[src/rtl/mbe_pkg.sv]
`timescale 1ns / 1ps

package mbe_pkg;

  localparam int WORD_W = 32;
  localparam int CNT_W  = 8;

  // palette constants
  localparam logic [7:0] PAL_FULL  = 8'hff;
  localparam logic [7:0] PAL_BLACK = 8'h00;
  localparam logic [7:0] PAL_HALF  = 8'd128;

  // fractal_mode codes
  localparam logic MODE_MANDEL = 1'b0;
  localparam logic MODE_SHIP   = 1'b1;

  typedef enum logic [5:0] {
    S_IDLE = 6'b000001,
    S_RR   = 6'b000010,
    S_II   = 6'b000100,
    S_RI   = 6'b001000,
    S_UPD  = 6'b010000,
    S_FIN  = 6'b100000
  } mbe_state_t;

  // request to the shared multiplier
  typedef struct packed {
    logic                     en;
    logic signed [WORD_W-1:0] a;
    logic signed [WORD_W-1:0] b;
  } mbe_mul_req_t;

endpackage

[src/rtl/mbe_fxmul.sv]
`timescale 1ns / 1ps

module mbe_fxmul #(
  parameter int FRACTION_BITS = 28
) (
  input  logic                                clk,
  input  mbe_pkg::mbe_mul_req_t               req,
  output logic signed [mbe_pkg::WORD_W-1:0]   prod_r
);
  import mbe_pkg::*;

  logic signed [2*WORD_W-1:0] full;
  logic signed [WORD_W-1:0]   prod_nxt;

  // exact signed product, keep the scaled 32-bit window (floor, wrapped)
  assign full     = req.a * req.b;
  assign prod_nxt = full[FRACTION_BITS+WORD_W-1:FRACTION_BITS];

  always_ff @(posedge clk) begin
    if (req.en) begin
      prod_r <= prod_nxt;
    end
  end

endmodule

[src/rtl/mbe_palette.sv]
`timescale 1ns / 1ps

module mbe_palette #(
  parameter int ITER_LIMIT = 255
) (
  input  logic [mbe_pkg::CNT_W-1:0] count,
  input  logic                      mode,
  output logic [7:0]                red,
  output logic [7:0]                blue
);
  import mbe_pkg::*;

  localparam logic [CNT_W-1:0] LIMIT_CNT = CNT_W'(ITER_LIMIT);

  always_comb begin
    red  = PAL_BLACK;
    blue = PAL_BLACK;
    if (count != '0 && count != LIMIT_CNT) begin
      if (mode == MODE_SHIP) begin
        red = {count[6:0], 1'b0} + PAL_FULL;
      end else if (count < PAL_HALF) begin
        red  = {count[4:0], 3'b000} + PAL_FULL;
        blue = {count[3:0], 4'b0000} + PAL_FULL;
      end else begin
        blue = PAL_FULL - {count[6:0], 1'b0};
      end
    end
  end

endmodule

[src/rtl/mandelbrot_escape_iteration.sv]
`timescale 1ns / 1ps
// sequencing: each iteration steps S_RR, S_II, S_RI, S_UPD through one shared 32x32
//   multiplier; an item runs n iterations (n = escape index + 1, or ITER_LIMIT),
//   then waits in S_FIN for a free output slot before out_valid rises
// flow: one item at a time; the next item is accepted in S_IDLE once the result
//   is parked in the output registers
// reset: synchronous active-low rst_n clears the sequencer, out_valid and the mode register
module mandelbrot_escape_iteration #(
  parameter int FRACTION_BITS = 28,
  parameter int ITER_LIMIT    = 255
) (
  input  logic                              clk,
  input  logic                              rst_n,
  // point input
  input  logic                              in_valid,
  output logic                              in_ready,
  input  logic signed [mbe_pkg::WORD_W-1:0] in_c_real,
  input  logic signed [mbe_pkg::WORD_W-1:0] in_c_imag,
  // result output
  output logic                              out_valid,
  input  logic                              out_ready,
  output logic [mbe_pkg::CNT_W-1:0]         out_iter_count,
  output logic [7:0]                        out_red,
  output logic [7:0]                        out_blue,
  // mode register
  input  logic                              cfg_we,
  input  logic [0:0]                        cfg_wdata
);
  import mbe_pkg::*;

  // escape threshold 4.0 in wider arithmetic; the square sum is sign-extended
  // to the same width before the compare
  localparam logic signed [WORD_W+1:0] ESC_LIMIT =
    (WORD_W+2)'(4) <<< FRACTION_BITS;
  localparam logic [CNT_W-1:0] LIMIT_CNT = CNT_W'(ITER_LIMIT);
  localparam logic [CNT_W-1:0] LAST_IT   = CNT_W'(ITER_LIMIT - 1);

  mbe_state_t state_r, state_nxt;

  logic                     mode_r;
  logic signed [WORD_W-1:0] cr_r, ci_r;
  logic signed [WORD_W-1:0] zr_r, zr_nxt, zi_r, zi_nxt;
  logic signed [WORD_W-1:0] rr_r, ii_r;
  logic [CNT_W-1:0]         it_r, it_nxt;

  logic                     out_valid_r;
  logic [CNT_W-1:0]         out_cnt_r;
  logic [7:0]               out_red_r, out_blue_r;

  mbe_mul_req_t             mul_req;
  logic signed [WORD_W-1:0] prod_r;

  logic signed [WORD_W-1:0] cross_term, cross_abs, sq_sum;
  logic                     escaped;
  logic                     out_free;
  logic [7:0]               pal_red, pal_blue;

  // one shared multiplier for zr*zr, zi*zi and zr*zi
  mbe_fxmul #(
    .FRACTION_BITS(FRACTION_BITS)
  ) u_mul (
    .clk   (clk),
    .req   (mul_req),
    .prod_r(prod_r)
  );

  mbe_palette #(
    .ITER_LIMIT(ITER_LIMIT)
  ) u_pal (
    .count(it_r),
    .mode (mode_r),
    .red  (pal_red),
    .blue (pal_blue)
  );

  // operand select for the multiplier, one product per state
  always_comb begin
    mul_req = '0;
    unique case (state_r)
      S_RR: begin
        mul_req.en = 1'b1;
        mul_req.a  = zr_r;
        mul_req.b  = zr_r;
      end
      S_II: begin
        mul_req.en = 1'b1;
        mul_req.a  = zi_r;
        mul_req.b  = zi_r;
      end
      S_RI: begin
        mul_req.en = 1'b1;
        mul_req.a  = zr_r;
        mul_req.b  = zi_r;
      end
      default: mul_req = '0;
    endcase
  end

  // update step: prod_r holds zr*zi here
  assign cross_term = {prod_r[WORD_W-2:0], 1'b0};
  assign cross_abs  = (mode_r == MODE_SHIP && cross_term[WORD_W-1]) ?
                      WORD_W'(0 - cross_term) : cross_term;
  assign sq_sum     = rr_r + ii_r;
  assign escaped    = $signed({{2{sq_sum[WORD_W-1]}}, sq_sum}) > ESC_LIMIT;
  assign out_free   = !out_valid_r || out_ready;

  // sequencer
  always_comb begin
    state_nxt = state_r;
    zr_nxt    = zr_r;
    zi_nxt    = zi_r;
    it_nxt    = it_r;
    unique case (state_r)
      S_IDLE: begin
        if (in_valid) begin
          state_nxt = S_RR;
          zr_nxt    = '0;
          zi_nxt    = '0;
          it_nxt    = '0;
        end
      end
      S_RR:  state_nxt = S_II;
      S_II:  state_nxt = S_RI;
      S_RI:  state_nxt = S_UPD;
      S_UPD: begin
        zr_nxt = rr_r - ii_r + cr_r;
        zi_nxt = cross_abs + ci_r;
        if (escaped) begin
          state_nxt = S_FIN;          // it_r is the escape index
        end else if (it_r == LAST_IT) begin
          state_nxt = S_FIN;
          it_nxt    = LIMIT_CNT;      // never escaped
        end else begin
          state_nxt = S_RR;
          it_nxt    = it_r + 1'b1;
        end
      end
      S_FIN: begin
        if (out_free) begin
          state_nxt = S_IDLE;
        end
      end
      default: state_nxt = S_IDLE;
    endcase
  end

  always_ff @(posedge clk) begin
    if (!rst_n) begin
      state_r     <= S_IDLE;
      out_valid_r <= 1'b0;
      mode_r      <= MODE_MANDEL;
    end else begin
      state_r <= state_nxt;
      if (cfg_we) begin
        mode_r <= cfg_wdata[0];
      end
      if (state_r == S_FIN && out_free) begin
        out_valid_r <= 1'b1;
      end else if (out_ready) begin
        out_valid_r <= 1'b0;
      end
    end
  end

  // datapath registers
  always_ff @(posedge clk) begin
    zr_r <= zr_nxt;
    zi_r <= zi_nxt;
    it_r <= it_nxt;
    if (in_valid && in_ready) begin
      cr_r <= in_c_real;
      ci_r <= in_c_imag;
    end
    if (state_r == S_II) begin
      rr_r <= prod_r;
    end
    if (state_r == S_RI) begin
      ii_r <= prod_r;
    end
    if (state_r == S_FIN && out_free) begin
      out_cnt_r  <= it_r;
      out_red_r  <= pal_red;
      out_blue_r <= pal_blue;
    end
  end

  assign in_ready       = (state_r == S_IDLE);
  assign out_valid      = out_valid_r;
  assign out_iter_count = out_cnt_r;
  assign out_red        = out_red_r;
  assign out_blue       = out_blue_r;

  // an accepted point always starts with the first square
  a_start: assert property (@(posedge clk) disable iff (!rst_n)
    in_valid && in_ready |=> state_r == S_RR)
    else $error("accepted point did not start iterating");

  // the iteration index never runs past the limit
  a_it_bound: assert property (@(posedge clk) disable iff (!rst_n)
    state_r == S_UPD || state_r == S_FIN |-> it_r <= LIMIT_CNT)
    else $error("iteration index beyond limit");

  // a finished point with a free output slot shows up next cycle
  a_deliver: assert property (@(posedge clk) disable iff (!rst_n)
    state_r == S_FIN && out_free |=> out_valid_r)
    else $error("finished point not delivered");

  // escape at zero or no escape gives black
  a_black: assert property (@(posedge clk) disable iff (!rst_n)
    out_valid_r && (out_cnt_r == '0 || out_cnt_r == LIMIT_CNT)
      |-> out_red_r == PAL_BLACK && out_blue_r == PAL_BLACK)
    else $error("non-black color for interior point");

  // burning ship ramp has no blue
  a_ship_blue: assert property (@(posedge clk) disable iff (!rst_n)
    out_valid_r && mode_r == MODE_SHIP |-> out_blue_r == PAL_BLACK)
    else $error("blue set in burning ship mode");

endmodule

[config.mk]
export PLATFORM = sky130hd
export DESIGN_NAME = mandelbrot_escape_iteration
export DESIGN_NICKNAME = d
export VERILOG_FILES = /design/src/rtl/mbe_pkg.sv /design/src/rtl/mbe_fxmul.sv /design/src/rtl/mbe_palette.sv /design/src/rtl/mandelbrot_escape_iteration.sv
export SDC_FILE = /design/constraint.sdc
export NUM_CORES = 2
export LEC_CHECK = 0
export ABC_AREA = 0
export BUFFER_PORTS_ARGS = -buffer_cell sky130_fd_sc_hd__buf_2
export CAP_MARGIN = 10
export CELL_PAD_IN_SITES_DETAIL_PLACEMENT = 1
export CELL_PAD_IN_SITES_GLOBAL_PLACEMENT = 1
export CORE_MARGIN = 2
export CORE_UTILIZATION = 47
export DETAILED_ROUTE_END_ITERATION = 16
export PLACE_DENSITY = 0.76
export SYNTH_ARGS = -nofsm -noshare
export SYNTH_HDL_FRONTEND = slang
export SYNTH_SLANG_ARGS = --single-unit
export TNS_END_PERCENT = 100
[constraint.sdc]
create_clock -name clk -period 9.1 [get_ports clk]
set_input_delay 1.365 -clock clk [delete_from_list [all_inputs] [get_ports clk]]
set_output_delay 1.365 -clock clk [all_outputs]
set_load 0.01 [all_outputs]
# [Word level (Yosys, flattened, before mapping)]
# Index checks and enable logic that the tools add are counted.
[word_totals] register_bits=264 latch_bits=0 mem_bits_rw=0 romBits=0 out_inout_bits=26 elab_cells=71 mem_count=0
[classes] n_addsub=10 multipliers=1 div_mod_pow=0 order_cmp=2 n_eq_ne=11 shifts=0 muxes=19 bitwise_logic=1 n_reduce_logical=13
[op_table] cell="$pmux W65 S3" n=1
[op_table] cell="$pmux W32 S2" n=2
[op_table] cell="$add A32 B32 Y32" n=3
[op_table] cell="$mux W32" n=2
[op_table] cell="$mul A32 B32 Y60" n=1
[op_table] cell="$mux W8" n=6
[op_table] cell="$pmux W6 S6" n=1
[op_table] cell="$gt A32 B32 Y1 const B" n=1
[op_table] cell="$sub A1 B32 Y32 const A" n=1
[op_table] cell="$sub A32 B32 Y32" n=1
[op_table] cell="$add A8 B8 Y8 const B" n=3
[op_table] cell="$mux W6" n=4
[op_table] cell="$pmux W8 S2" n=1
[op_table] cell="$add A8 B1 Y8 const B" n=1
[op_table] cell="$eq A8 B8 Y1 const B" n=1
[op_table] cell="$lt A8 B8 Y1 const B" n=1
[op_table] cell="$ne A8 B8 Y1 const B" n=1
[op_table] cell="$reduce_bool A8 Y1" n=1
[op_table] cell="$sub A8 B8 Y8 const A" n=1
[op_table] cell="$eq A6 B1 Y1 const B" n=1
[op_table] cell="$eq A6 B2 Y1 const B" n=1
[op_table] cell="$eq A6 B3 Y1 const B" n=1
[op_table] cell="$eq A6 B4 Y1 const B" n=1
[op_table] cell="$eq A6 B5 Y1 const B" n=1
[op_table] cell="11 further kinds" n=19

# [Logic depth before layout (Yosys ltp)]
[depth] depth_word=4 depth_mapped=34

# [Hierarchy]
# Synthesis repeated with hierarchy kept, for this count alone.
[unflattened] hier_cells=5156 area_unflattened_um2=50489.7
[by_module_without_submodules] module="mbe_fxmul" n_inst=1 cells_per_inst=3707 area_each_um2=35252.6 seq_area_each_um2=960.9
[by_module_without_submodules] module="mandelbrot_escape_iteration" n_inst=1 cells_per_inst=1380 area_each_um2=14735.4 seq_area_each_um2=6886.6
[by_module_without_submodules] module="mbe_palette" n_inst=1 cells_per_inst=69 area_each_um2=501.7 seq_area_each_um2=0.0

# [Worst setup path after synthesis]
# Ideal clock, no wire load.
[synth_path] path_kind="flip-flop to flip-flop" from="register state_r[0]" to="register u_mul.prod_r[25] (netlist bit), data pin" setup_time_ns=0.262 arrival_time_ns=9.367 required_ns=8.838 slack_ns=-0.529 path_stages_with_launch=30 n_path_buf=3 path_cell_list="dfxtp_1 -> nor2_1 -> nand2_1 -> nor2_1 -> clkbuf_1 -> buf_1 -> a22oi_1 -> clkbuf_1 -> nor2_1 -> fa_1 -> fa_1 -> inv_1 -> fa_1 -> fa_1 -> fa_1 -> inv_1 -> fa_1 -> fa_1 -> fa_1 -> ha_1 -> nand4_1 -> or2_0 -> or4_1 -> o211ai_1 -> o2bb2ai_1 -> a211oi_2 -> o31ai_2 -> a31oi_1 -> o21bai_1 -> xor2_1"
[synth_via] elab_chain_cells=3
[synth_rtl] element="start: declaration" line_no="mandelbrot_escape_iteration.sv:38" source="mbe_state_t state_r, state_nxt;"
[synth_rtl] element="start signal: assignment" line_no="mandelbrot_escape_iteration.sv:153" source="state_r <= state_nxt;"
[synth_rtl] element="$eq A6 B4 Y1, or another cell as far along" line_no="mandelbrot_escape_iteration.sv:79" source="unique case (state_r)"
[synth_rtl] element="$pmux W65 S3 *" line_no="mandelbrot_escape_iteration.sv:79"
[synth_rtl] element="$mul A32 B32 Y60 *" line_no="mbe_fxmul.sv:16" source="assign full = req.a * req.b;"
[synth_rtl] element="via u_mul.full[53]" line_no="mbe_fxmul.sv:12" source="logic signed [2*WORD_W-1:0] full;"
[synth_rtl] element="end signal: assignment" line_no="mbe_fxmul.sv:21" source="prod_r <= prod_nxt;"
[synth_rtl] element="end: declaration" line_no="mbe_fxmul.sv:8" source="output logic signed [mbe_pkg::WORD_W-1:0] prod_r"
# The timed path passes the listed nets; every way through them passes the cells marked *.
# A chain may end at the register's enable or synchronous reset.

# [Worst setup path after layout]
[layout_path] from="register state_r[0]" to="register u_mul.prod_r[21] (netlist bit), data pin"
# The elaborated chain is that of the path after synthesis.

==> results.txt <==
Mapped Area: 49300 sq um
Leakage power: 26.1 nW
Hold WC Path Type: reg2reg
Hold WS: 525 ps
RD Place Congestion: 0.976
CP Capture Type: flop
Root Buffer: clkbuf_16
CP max stage delay: 540 ps
Num rows: 118
Adder-cell area share of the yosys netlist: 0.503
Length of the first detailed-routing pass in iterations: 6
Peak VDD IR: 0.000183 V
Antenna Violating Nets Remaining: 0
Top post-synthesis cells by area: fa_1 43%, edfxtp_1 16%, inv_1 8.1%
Clock insertion delay at the later pin of the skew report: 610 ps
Slowest cell on crit path: fa_1
DRC violations left: 0
Share of post-route cells with drive strength above 1: 0.122
Clock Tree Buf Depth: 3
Chip Height: 328 um
Largest net degree at the start of global routing: 71
Synth cell count leaders: 1069 x fa_1, 1066 x inv_1, 658 x nor2_1
Synthesized Nets: 6553
Cts hold-fix bufs: 0
Layout area overhead: 13.9%
Total number of vias: 39500
CTS Buf Count: 29
CTS tree: yes
Synth Area in Compound Gates: 0.0844
Die area: 107000 sq um
Crit Path Max Fanout: 5
P per Cell Area: 61.2 nW/um^2
Vias per inst: 5.77
First-pass GRT wire length: 269000 um
Ys async rst share: 0
Largest family of logic cells by synthesized area: adder cells
DR iter-0 viols: 3153
Synth warnings: 0
Post-synthesis mux area share: 0.00188
Synth cell types: 81
Final Slew Violations: 0
Top FF cell, synth: edfxtp_1
Io pins: 96
Fmax: 110 MHz
WL per Instance: 26.1 um
Overall Power: 3.44 mW
Post-Syn Instances: 5142
Register area share after synthesis: 0.159
Setup-failing EPs final: 0
Hold Vio Cnt, Final: 0
Final critical-path share of the clock period: 0.999
Syn_area_per_cell: 9.58 sq um
# port buffers: 95
Die width: 328 um
N_diodes: 0
Most common cell in the netlist: fa_1
Vias in the first global route: 44100
Worst path required time: 9450 ps
CP arrival: 9440 ps
Final HPWL DP: 149000 um
Crit-path most repeated cell: fa_1
WS Path Type: reg2reg
Synth Area in Simple Gates: 0.128
Post-Route WL: 179000 um
Area share of the largest cell type after synthesis: 0.434
Final critical-path required period: 9090 ps
Max Cap Violations: 0
Initial antenna violation count: 8
Biggest area consumer among synthesized cells: fa_1
Worst Tran Pin Value: 1300 ps
Reg clk slew, reported paths: 70 ps
Synth Area in XOR/XNOR: 0.0256
Outcome: completed
Synthesized flop and latch total: 264
CP startpoint kind: flop
Nets: 6865
Number of synthesized flops with an enable pin: 256
H-Tree Depth: 1
Initial Utilization: 0.475
Skew final: 40.1 ps
GR Overflow Total: 0
# clock sinks: 264
Total track usage: 0.335
Placeable Area: 104000 sq um
Slew headroom: 0.130
==> cell families (layout without fill, tap and decap cells) <==
kind of cell	Yosys count	count (layout)
AOI/OAI and AO/OA	599	599
xor gates and xnor gates	144	144
adders and majority gates	1341	1341
buffers and inverters	1275	1609
DFF	264	264
muxes	9	9
and+or+nand+nor	1510	1511
==> state kept, by name, indices dropped and copies added, names as in the netlist <==
name	count
ci_r	32
cr_r	32
ii_r	32
rr_r	32
u_mul.prod_r	32
zi_r	32
zr_r	32
it_r	8
out_blue	8
out_iter_count	8
out_red	8
state_r	6
mode_r	1
out_valid	1
==> final cells by class <==
class | instances | area [sq um]
Multi-Input combinational cell | 3604 | 37100
Clock buffer | 40 | 797
Clock inverter | 14 | 194
Tap cell | 1380 | 1730
Timing Repair Buffer | 489 | 4390
Inverter | 1066 | 4010
Sequential cell | 264 | 7860
Fill cell | 11600 | 47700
==> stage by stage <==
stage	utilization	setup TNS [ps]	cells	instance area [sq um]	setup slack [ps]
after floorplan	-	0	5142	49300	17.5
after global placement	0.522	-1300	6754	54200	-370
after detailed placement	0.522	-5360	6754	54200	-590
after CTS	0.533	0	6816	55400	5.02
after global routing	0.541	-1490	6857	56100	-165
final	0.541	0	6857	56100	8.17
==> routing by layer <==
layer | global-route usage | wire [um] | vias to the layer above
li1 | - | - | 16600
met1 | 0.408 | 65700 | 20800
met2 | 0.573 | 87700 | 1695
met3 | 0.0641 | 14900 | 499
met4 | 0.157 | 10800 | 12
met5 | 0 | 82 | -
==> worst max-delay path: cells and delay by family (launching register included) <==
kind / cells / cell delay [ps]
AO/OA/AOI/OAI: 6 / 1270
XOR/XNOR: 1 / 120
adder cells (fa/ha/maj): 9 / 4230
buffers and inverters: 9 / 1280
flip-flops: 1 / 380
AND/OR/NAND/NOR: 7 / 1550
==> placed cells by master, fill, tap and decap left out, drive strengths merged, types with 24 or more instances in the layout <==
cell type and instances:
ha 272, fa 1069, xnor2 82, o21ai 84, nor3 49, a22o 65
nand2 591, a21oi 134, nor2b 24, buf 486, a22oi 65, a211oi 30
inv 1066, clkbuf 43, xor2 62, edfxtp 256, a21o 67, nor2 658
nand3 36
==> what timing repair did <==
| item | 4_1_cts | 5_1_grt |
|---|---|---|
| resized for setup | 25 | 104 |
| pin swaps | 5 | 41 |
| gates cloned | 0 | 4 |
| setup buffers | 8 | 38 |
| endpoints found under the setup margin | 24 | 25 |
==> worst paths after layout <==
check	slack, ps	cells after the start	to	from
setup / recovery	8	32	u_mul.prod_r[21]	state_r[0]
hold / removal	530	0	rr_r[31]	u_mul.prod_r[31]
setup reg to reg	8	32	u_mul.prod_r[21]	state_r[0]
hold reg to reg	530	0	rr_r[31]	u_mul.prod_r[31]
==> where the power goes <==
part,switching [mW],internal [mW],leakage [nW]
clock network,0.529,0.730,0.485
registers,0.0732,1.40,2.44
logic,0.441,0.264,23.2
total,1.04,2.39,26.1
No activity file was read; power rests on OpenSTA's default activity.
